File: config.mk
export PLATFORM = sky130hd
export DESIGN_NAME = ascu_lane
export DESIGN_NICKNAME = d
export VERILOG_FILES = /design/src/rtl/ascu_pkg.sv /design/src/rtl/ascu_lane.sv
export SDC_FILE = /design/constraint.sdc
export NUM_CORES = 2
export LEC_CHECK = 0
export BUFFER_PORTS_ARGS = -buffer_cell sky130_fd_sc_hd__buf_2
export CAP_MARGIN = 5
export CORE_ASPECT_RATIO = 0.7
export CORE_MARGIN = 3
export CORE_UTILIZATION = 45
export CTS_BUF_LIST = sky130_fd_sc_hd__clkbuf_4 sky130_fd_sc_hd__clkbuf_8 sky130_fd_sc_hd__clkbuf_16
export DETAILED_ROUTE_END_ITERATION = 10
export GPL_TIMING_DRIVEN = 0
export SYNTH_ARGS = -nofsm -noshare
export SYNTH_HDL_FRONTEND = slang
export SYNTH_SLANG_ARGS = --single-unit
File: constraint.sdc
create_clock -name clock -period 16.35 [get_ports clock]
set_clock_uncertainty 0.2 [all_clocks]
set_input_delay 0 -clock clock [delete_from_list [all_inputs] [get_ports clock]]
set_output_delay 0 -clock clock [all_outputs]
set_load 0.1 [all_outputs]
File: src/rtl/ascu_pkg.sv
// ----------------------------------------------------------------------------
// Analog stick conditioner package
// Shared request and response types, lane interface types, arithmetic
// constants and the response curve table.
// ----------------------------------------------------------------------------
package ascu_pkg;

   localparam int CURVE_TABLE_DEPTH = 256;
   localparam int SCREEN_WIDTH      = 1920;
   localparam int SCREEN_HEIGHT     = 1080;

   localparam int CURVE_AW = $clog2(CURVE_TABLE_DEPTH);
   localparam int CURVE_PW = 16 + CURVE_AW;
   localparam int SCREEN_W_BITS = $clog2(SCREEN_WIDTH + 1);
   localparam int SCREEN_H_BITS = $clog2(SCREEN_HEIGHT + 1);
   localparam int PIX_X_PW = 20 + ((SCREEN_W_BITS > 11) ? SCREEN_W_BITS : 11);
   localparam int PIX_Y_PW = 20 + ((SCREEN_H_BITS > 11) ? SCREEN_H_BITS : 11);

   localparam longint unsigned CURVE_DIV = CURVE_TABLE_DEPTH - 1;

   localparam longint unsigned DZ_MOVE = 4915;
   localparam longint unsigned DZ_LOOK = 3932;
   localparam longint unsigned DZ_DIV_MOVE = 32768 - DZ_MOVE;
   localparam longint unsigned DZ_DIV_LOOK = 32768 - DZ_LOOK;
   localparam logic [30:0] RECIP_MOVE =
      31'(((64'd1 << 45) + DZ_DIV_MOVE - 64'd1) / DZ_DIV_MOVE);
   localparam logic [30:0] RECIP_LOOK =
      31'(((64'd1 << 45) + DZ_DIV_LOOK - 64'd1) / DZ_DIV_LOOK);

   localparam longint unsigned CURSOR_DIV = 625;
   localparam logic [31:0] CURSOR_RECIP =
      32'(((64'd1 << 41) + CURSOR_DIV - 64'd1) / CURSOR_DIV);
   localparam longint unsigned REM_RECIP =
      ((64'd1 << 23) + CURSOR_DIV - 64'd1) / CURSOR_DIV;
   localparam logic [17:0] REM_RECIP_12 = 18'(REM_RECIP * 64'd12);

   localparam logic [15:0] DIR_MIN    = 16'd33;
   localparam logic [19:0] FULL_SCALE = 20'd524288;
   localparam logic [19:0] FX_RESET   = 20'd209715;
   localparam logic [19:0] FY_RESET   = 20'd262144;

   localparam logic [10:0] SENS_MIN   = 11'd13;
   localparam logic [10:0] SENS_MAX   = 11'd1280;
   localparam logic [10:0] SENS_RESET = 11'd256;

   localparam logic [2:0] CSR_SENS_H   = 3'd0;
   localparam logic [2:0] CSR_SENS_V   = 3'd1;
   localparam logic [2:0] CSR_INVERT_Y = 3'd2;
   localparam logic [2:0] CSR_CURVE    = 3'd3;
   localparam logic [2:0] CSR_TOUCH    = 3'd4;

   localparam logic [1:0] KIND_KEY    = 2'd0;
   localparam logic [1:0] KIND_REL    = 2'd1;
   localparam logic [1:0] KIND_CURSOR = 2'd2;

   localparam logic CMD_SAMPLE  = 1'b0;
   localparam logic CMD_RELEASE = 1'b1;

   typedef struct packed {
      logic               cmd;
      logic               side;
      logic               gated;
      logic signed [15:0] axis_x;
      logic signed [15:0] axis_y;
      logic [15:0]        elapsed_ms;
      logic               ui_mode;
   } req_type;

   typedef struct packed {
      logic [1:0]         kind;
      logic [1:0]         key_index;
      logic               key_down;
      logic [10:0]        cursor_px;
      logic [10:0]        cursor_py;
      logic signed [11:0] delta_x;
      logic signed [11:0] delta_y;
      logic [3:0]         held_keys;
      logic               last;
   } rsp_type;

   typedef struct packed {
      logic        look;
      logic        curve_en;
      logic [10:0] sens;
      logic [15:0] elapsed;
   } lane_cfg_type;

   typedef struct packed {
      logic        valid;
      logic        neg;
      logic [15:0] mag;
      logic [10:0] mouse;
      logic [25:0] step;
   } lane_res_type;

   typedef logic [15:0] curve_rom_type [CURVE_TABLE_DEPTH];

   function automatic longint unsigned isqrt64(longint unsigned n_in);
      longint unsigned n;
      longint unsigned r;
      longint unsigned b;
      n = n_in;
      r = 0;
      b = 64'd1 << 62;
      while (b > n) b = b >> 2;
      while (b != 0) begin
         if (n >= r + b) begin
            n = n - (r + b);
            r = (r >> 1) + b;
         end else begin
            r = r >> 1;
         end
         b = b >> 2;
      end
      return r;
   endfunction

   function automatic curve_rom_type build_curve();
      curve_rom_type   rom;
      longint unsigned one;
      longint unsigned qq;
      longint unsigned rr;
      longint unsigned i;
      longint unsigned x;
      longint unsigned s;
      longint unsigned q;
      one = 64'd1 << 60;
      qq  = one / CURVE_DIV;
      rr  = one % CURVE_DIV;
      for (int k = 0; k < CURVE_TABLE_DEPTH; k++) begin
         i = longint'(k);
         x = i * qq + (i * rr) / CURVE_DIV;
         s = isqrt64(x);
         q = isqrt64(s << 2);
         rom[k] = 16'(((i * q) / CURVE_DIV) >> 1);
      end
      return rom;
   endfunction

   localparam curve_rom_type CURVE_ROM = build_curve();

endpackage

File: src/rtl/ascu_lane.sv
// ----------------------------------------------------------------------------
// Analog stick conditioner axis lane
// Per-axis pipeline: deadzone rescale, response curve interpolation,
// sensitivity scaling for mouse deltas and cursor step computation.
// ----------------------------------------------------------------------------
module ascu_lane (
   input  logic                   clock,
   input  logic                   reset,
   input  logic                   start,
   input  logic signed [15:0]     value,
   input  ascu_pkg::lane_cfg_type cfg,
   output ascu_pkg::lane_res_type res
);

   logic [9:1] vld_ff;
   ascu_pkg::lane_cfg_type cfg_ff;

   logic [16:0] ext_in;
   logic [16:0] mag_in;
   logic [16:0] dz_in;
   logic [14:0] a_in;
   logic [30:0] recip_in;
   logic [45:0] prod1_ff;
   logic        neg1_ff;

   logic [ascu_pkg::CURVE_PW-1:0] p_in;
   logic [ascu_pkg::CURVE_AW-1:0] idx2_ff;
   logic [14:0] f2_ff;
   logic [15:0] dzv2_ff;
   logic        neg2_ff;

   logic        top_in;
   logic [15:0] e0_in;
   logic [15:0] e1_in;
   logic [15:0] e0_3_ff;
   logic [15:0] diff3_ff;
   logic [14:0] f3_ff;
   logic [15:0] dzv3_ff;
   logic        neg3_ff;

   logic [30:0] prodc4_ff;
   logic [15:0] e0_4_ff;
   logic [15:0] dzv4_ff;
   logic        neg4_ff;

   logic [15:0] c_in;
   logic [15:0] c5_ff;
   logic        neg5_ff;

   logic [26:0] cs6_ff;
   logic [30:0] cm6_ff;
   logic [15:0] c6_ff;
   logic        neg6_ff;

   logic [34:0] ms_in;
   logic [10:0] mouse7_ff;
   logic [62:0] prod7_ff;
   logic [30:0] cm7_ff;
   logic [15:0] c7_ff;
   logic        neg7_ff;

   logic [21:0] qm_in;
   logic [30:0] rm_in;
   logic [21:0] qm8_ff;
   logic [9:0]  rm8_ff;
   logic [10:0] mouse8_ff;
   logic [15:0] c8_ff;
   logic        neg8_ff;

   logic [27:0] t_in;
   logic [25:0] step9_ff;
   logic [10:0] mouse9_ff;
   logic [15:0] c9_ff;
   logic        neg9_ff;

   always_ff @(posedge clock) begin
      if (reset) begin
         vld_ff <= '0;
      end else begin
         vld_ff <= {vld_ff[8:1], start};
      end
   end

   assign ext_in   = {value[15], value};
   assign mag_in   = value[15] ? (~ext_in + 17'd1) : ext_in;
   assign dz_in    = cfg.look ? 17'(ascu_pkg::DZ_LOOK) : 17'(ascu_pkg::DZ_MOVE);
   assign a_in     = (mag_in > dz_in) ? 15'(mag_in - dz_in) : 15'd0;
   assign recip_in = cfg.look ? ascu_pkg::RECIP_LOOK : ascu_pkg::RECIP_MOVE;

   assign p_in = ascu_pkg::CURVE_PW'(prod1_ff[45:30])
               * ascu_pkg::CURVE_PW'(ascu_pkg::CURVE_TABLE_DEPTH - 1);

   assign top_in = (idx2_ff == ascu_pkg::CURVE_AW'(ascu_pkg::CURVE_TABLE_DEPTH - 1));
   assign e0_in  = ascu_pkg::CURVE_ROM[idx2_ff];
   assign e1_in  = top_in ? e0_in : ascu_pkg::CURVE_ROM[idx2_ff + ascu_pkg::CURVE_AW'(1)];

   assign c_in = cfg_ff.curve_en ? (e0_4_ff + prodc4_ff[30:15]) : dzv4_ff;

   assign ms_in = 35'(cs6_ff) * 35'd260;

   assign qm_in = prod7_ff[62:41];
   assign rm_in = cm7_ff - 31'(qm_in * 22'(ascu_pkg::CURSOR_DIV));

   assign t_in = 28'(rm8_ff) * 28'(ascu_pkg::REM_RECIP_12);

   always_ff @(posedge clock) begin
      if (start) begin
         cfg_ff <= cfg;
      end
      prod1_ff <= 46'(a_in) * 46'(recip_in);
      neg1_ff  <= value[15];

      idx2_ff <= p_in[15 +: ascu_pkg::CURVE_AW];
      f2_ff   <= p_in[14:0];
      dzv2_ff <= prod1_ff[45:30];
      neg2_ff <= neg1_ff;

      e0_3_ff  <= e0_in;
      diff3_ff <= e1_in - e0_in;
      f3_ff    <= f2_ff;
      dzv3_ff  <= dzv2_ff;
      neg3_ff  <= neg2_ff;

      prodc4_ff <= 31'(diff3_ff) * 31'(f3_ff);
      e0_4_ff   <= e0_3_ff;
      dzv4_ff   <= dzv3_ff;
      neg4_ff   <= neg3_ff;

      c5_ff   <= c_in;
      neg5_ff <= neg4_ff;

      cs6_ff  <= 27'(c5_ff) * 27'(cfg_ff.sens);
      cm6_ff  <= 31'(c5_ff) * 31'(cfg_ff.elapsed);
      c6_ff   <= c5_ff;
      neg6_ff <= neg5_ff;

      mouse7_ff <= ms_in[33:23];
      prod7_ff  <= 63'(cm6_ff) * 63'(ascu_pkg::CURSOR_RECIP);
      cm7_ff    <= cm6_ff;
      c7_ff     <= c6_ff;
      neg7_ff   <= neg6_ff;

      qm8_ff    <= qm_in;
      rm8_ff    <= rm_in[9:0];
      mouse8_ff <= mouse7_ff;
      c8_ff     <= c7_ff;
      neg8_ff   <= neg7_ff;

      step9_ff  <= 26'(qm8_ff) * 26'd12 + 26'(t_in[27:23]);
      mouse9_ff <= mouse8_ff;
      c9_ff     <= c8_ff;
      neg9_ff   <= neg8_ff;
   end

   assign res.valid = vld_ff[9];
   assign res.neg   = neg9_ff;
   assign res.mag   = c9_ff;
   assign res.mouse = mouse9_ff;
   assign res.step  = step9_ff;

endmodule

==> run_results.csv <==
group,metric,value,unit
clock_tree,clkSinkCount,471,
critical_path,path_max_fanout,12,
yosys,post_synth.cell_area_avg,9.29,sq um
critical_path,critPathSlowestCell,"sky130_fd_sc_hd__clkinv_1",
yosys,synth_largest_type_area_fraction,33.9,%
route,drtIter0Drc,5662,
sta,final-setup-viol-count,0,
critical_path,cp.arrival,12.11,ns
route,firstDrtPassIters,6,
final_layout,fin_area,0.0806,sq mm
clock_tree,clock_insertion_delay_worst_skew,0.70,ns
sta,finalCriticalPeriod,11.82,ns
route,route.detailed.vias_per_inst,5.60,
sta,fin_ws,4.53,ns
placed_design,dp_hpwl,224000,microns
route,routedWlPerCell,25.7,microns
critical_path,path_class,"reg -> reg",
global_route,grt_start_max_net_pins,30,
clock_tree,post_cts_buffers,0,
critical_path,required,16.64,ns
clock_tree,cts.root.buffer_cell,"sky130_fd_sc_hd__clkbuf_16",
global_route,grt.total_usage,31.7,%
yosys,ys_seq_elements,471,
clock_tree,cts.path.max_buffers,3,
clock_tree,cts_buffers,48,
yosys,synth_top_cell_by_area,"sky130_fd_sc_hd__fa_1",
yosys,async_reset_ff_share,0,%
placed_design,placed_cell_area,0.0784,sq mm
worst_hold_path,worst_hold_path_type,"reg -> reg",
sta,timing.slew.headroom,11.3,%
route,detail-route-antenna-nets,0,
placed_design,gpl.final_weighted_congestion,1.02,
yosys,yosysWarningCount,0,
sta,grt_setup_unrepaired,"false",
critical_path,critical-path-top-cell-by-count,"sky130_fd_sc_hd__clkbuf_1",
global_route,grt_first_pass_wirelength,403000,microns
yosys,synth.area.top_cells,"sky130_fd_sc_hd__fa_1 (34%), sky130_fd_sc_hd__ha_1 (18%), sky130_fd_sc_hd__dfxtp_1 (12%)",
yosys,ys.flop_type,"sky130_fd_sc_hd__dfxtp_1",
yosys,yosys.cell_count.top_type,"sky130_fd_sc_hd__inv_1",
placed_design,dpl.cell_count,10400,
die,fp.dieH,348,microns
global_route,globalRouteOverflowTotal,0,
final_layout,instances_no_fill,10600,
yosys,commonest_cells_in_the_synthesized_netlist,"sky130_fd_sc_hd__inv_1 (1701), sky130_fd_sc_hd__fa_1 (1269), sky130_fd_sc_hd__ha_1 (1090)",
die,std_cell_rows,124,
critical_path,cp_slowest_stage_delay,1.09,ns
clock_tree,htree_num_levels,2,
final_layout,areaGrowthSynthToFinish,7.44,%
global_route,number_of_global_route_vias_before_repair,60800,
clock_tree,tritoncts,"done",
critical_path,reg2reg_setup_slack,4.53,ns
sta,totalNegativeSetupSlack,0,ns
die,floorplan.initialDensity,45.6,%
placed_design,post-place-ws,4.51,ns
yosys,synth-edff-count,28,
sta,timing.final.max_slew_violations,0,
clock_tree,clk_pin_slew,0.07,ns
yosys,yosysSeqAreaShare,12.9,%
die,core_region_area,0.164,sq mm
critical_path,worst_setup_path_start_kind,"register",
yosys,postSynthCellCount,8076,
route,route.final.wire_length,271000,microns
die,pin_count,103,
die,fp.dieArea,0.172,sq mm
placed_design,portBuffers,101,
flow_run,drv.max_cap_violation_count,0,
outcome,run_status,"finished clean",
sta,tightest_slew,1.33,ns
sta,tcrit_tclk_final,72.3,%
route,num_vias,59100,
yosys,synthDistinctLibCells,93,
global_route,antenna_violations_before_repair,13,
route,drc,0,
final_layout,layout-drive-gt1-share,3.25,%
final_layout,num-nets-final,10700,
sta,timing.final.hold_violations,0,
critical_path,end_kind,"register",
die,die-width,494,microns
sta,timing.fmax,0.0846,GHz
final_layout,fillers,15700,
yosys,post_synth_instance_area,0.0750,sq mm
## area by class of cell
| class | instances | area, sq um | area share (%) |
|---|---|---|---|
| Antenna cell | 8 | 20.0 | 0.0248 |
| Buffer | 304 | 1180 | 1.46 |
| Clock buffer | 66 | 1400 | 1.73 |
| Clock inverter | 19 | 169 | 0.210 |
| Inverter | 1708 | 6410 | 7.95 |
| Multi-Input combinational cell | 5603 | 57800 | 71.7 |
| Sequential cell | 471 | 9710 | 12.0 |
| Tap cell | 2205 | 2760 | 3.42 |
| Timing Repair Buffer | 171 | 1180 | 1.46 |
## cell usage in the layout, fill, tap and decap left out, types with 80 or more instances in the layout
master,synthesis,final
sky130_fd_sc_hd__fa_1,1269,1269
sky130_fd_sc_hd__nor2_1,348,348
sky130_fd_sc_hd__dfxtp_1,443,443
sky130_fd_sc_hd__clkbuf_1,254,253
sky130_fd_sc_hd__inv_1,1701,1701
sky130_fd_sc_hd__and2_1,298,298
sky130_fd_sc_hd__nand2_1,702,702
sky130_fd_sc_hd__ha_1,1090,1090
sky130_fd_sc_hd__nand3_1,80,80
sky130_fd_sc_hd__o21ai_0,271,268
sky130_fd_sc_hd__a21oi_1,329,328
sky130_fd_sc_hd__xnor2_1,180,179
sky130_fd_sc_hd__buf_2,0,102
sky130_fd_sc_hd__nor3_1,100,99
## repair_timing
action	in CTS	in global routing
gates resized for setup	0	0
hold buffers	61	0
endpoints found under the hold margin	66	0
## cell families (layout without fill, tap and decap cells)
group / after synthesis / in the layout / synth area share, %
adders and majority gates: 2359 / 2359 / 52.0
buffers and inverters: 2012 / 2268 / 10.1
and+or+nand+nor: 1755 / 1755 / 11.0
AOI/OAI and AO/OA: 1190 / 1190 / 10.3
DFF: 471 / 471 / 12.9
xor gates and xnor gates: 249 / 249 / 2.93
muxes: 38 / 38 / 0.727
other: 2 / 20 / 0.0100
## stage by stage
stage               hold WS [ns]  util (%)
finish                    0.0701      49.0
global route              0.0904      49.0
CTS                       0.0757      49.0
detailed placement       -0.0689      47.7
global placement         -0.0668      47.6
floorplan                 -0.172         -
## worst max-delay path, delay by kind of cell (launching register included)
kind | cells | cell delay (ns)
buffers and inverters | 6 | 4.05
AOI/OAI and AO/OA | 13 | 3.54
DFF | 1 | 0.76
muxes | 1 | 0.23
adders and majority gates | 4 | 2.52
and+or+nand+nor | 2 | 0.32
## final timing paths
check,from,to,depth (start not counted)
worst max register to register,idx2_ff[0],diff3_ff[14],26
worst min register to register,dzv2_ff[7],dzv3_ff[7],0
worst max-delay path,idx2_ff[0],diff3_ff[14],26
worst min-delay path,dzv2_ff[7],dzv3_ff[7],0
## layer usage
metal / wire, microns / track usage (%)
met1: 124000 / 47.5
met3: 28200 / 8.39
met2: 110000 / 44.5
met5: 52 / 0
met4: 9110 / 9.38
## sequential cells by signal, indices dropped and copies added, names as in the netlist, 16 cells and up
name / count
c9_ff: 16
prodc4_ff: 16
e0_4_ff: 16
dzv3_ff: 16
cfg_ff: 28
c5_ff: 16
dzv4_ff: 16
c8_ff: 16
dzv2_ff: 16
c6_ff: 16
prod1_ff: 16
cs6_ff: 27
prod7_ff: 22
c7_ff: 16
cm6_ff: 31
step9_ff: 26
e0_3_ff: 16
diff3_ff: 16
qm8_ff: 22
Power is left out: the tool's default activity adds up to more than one toggle a clock period on the data nets, which glitch-free logic cannot reach.
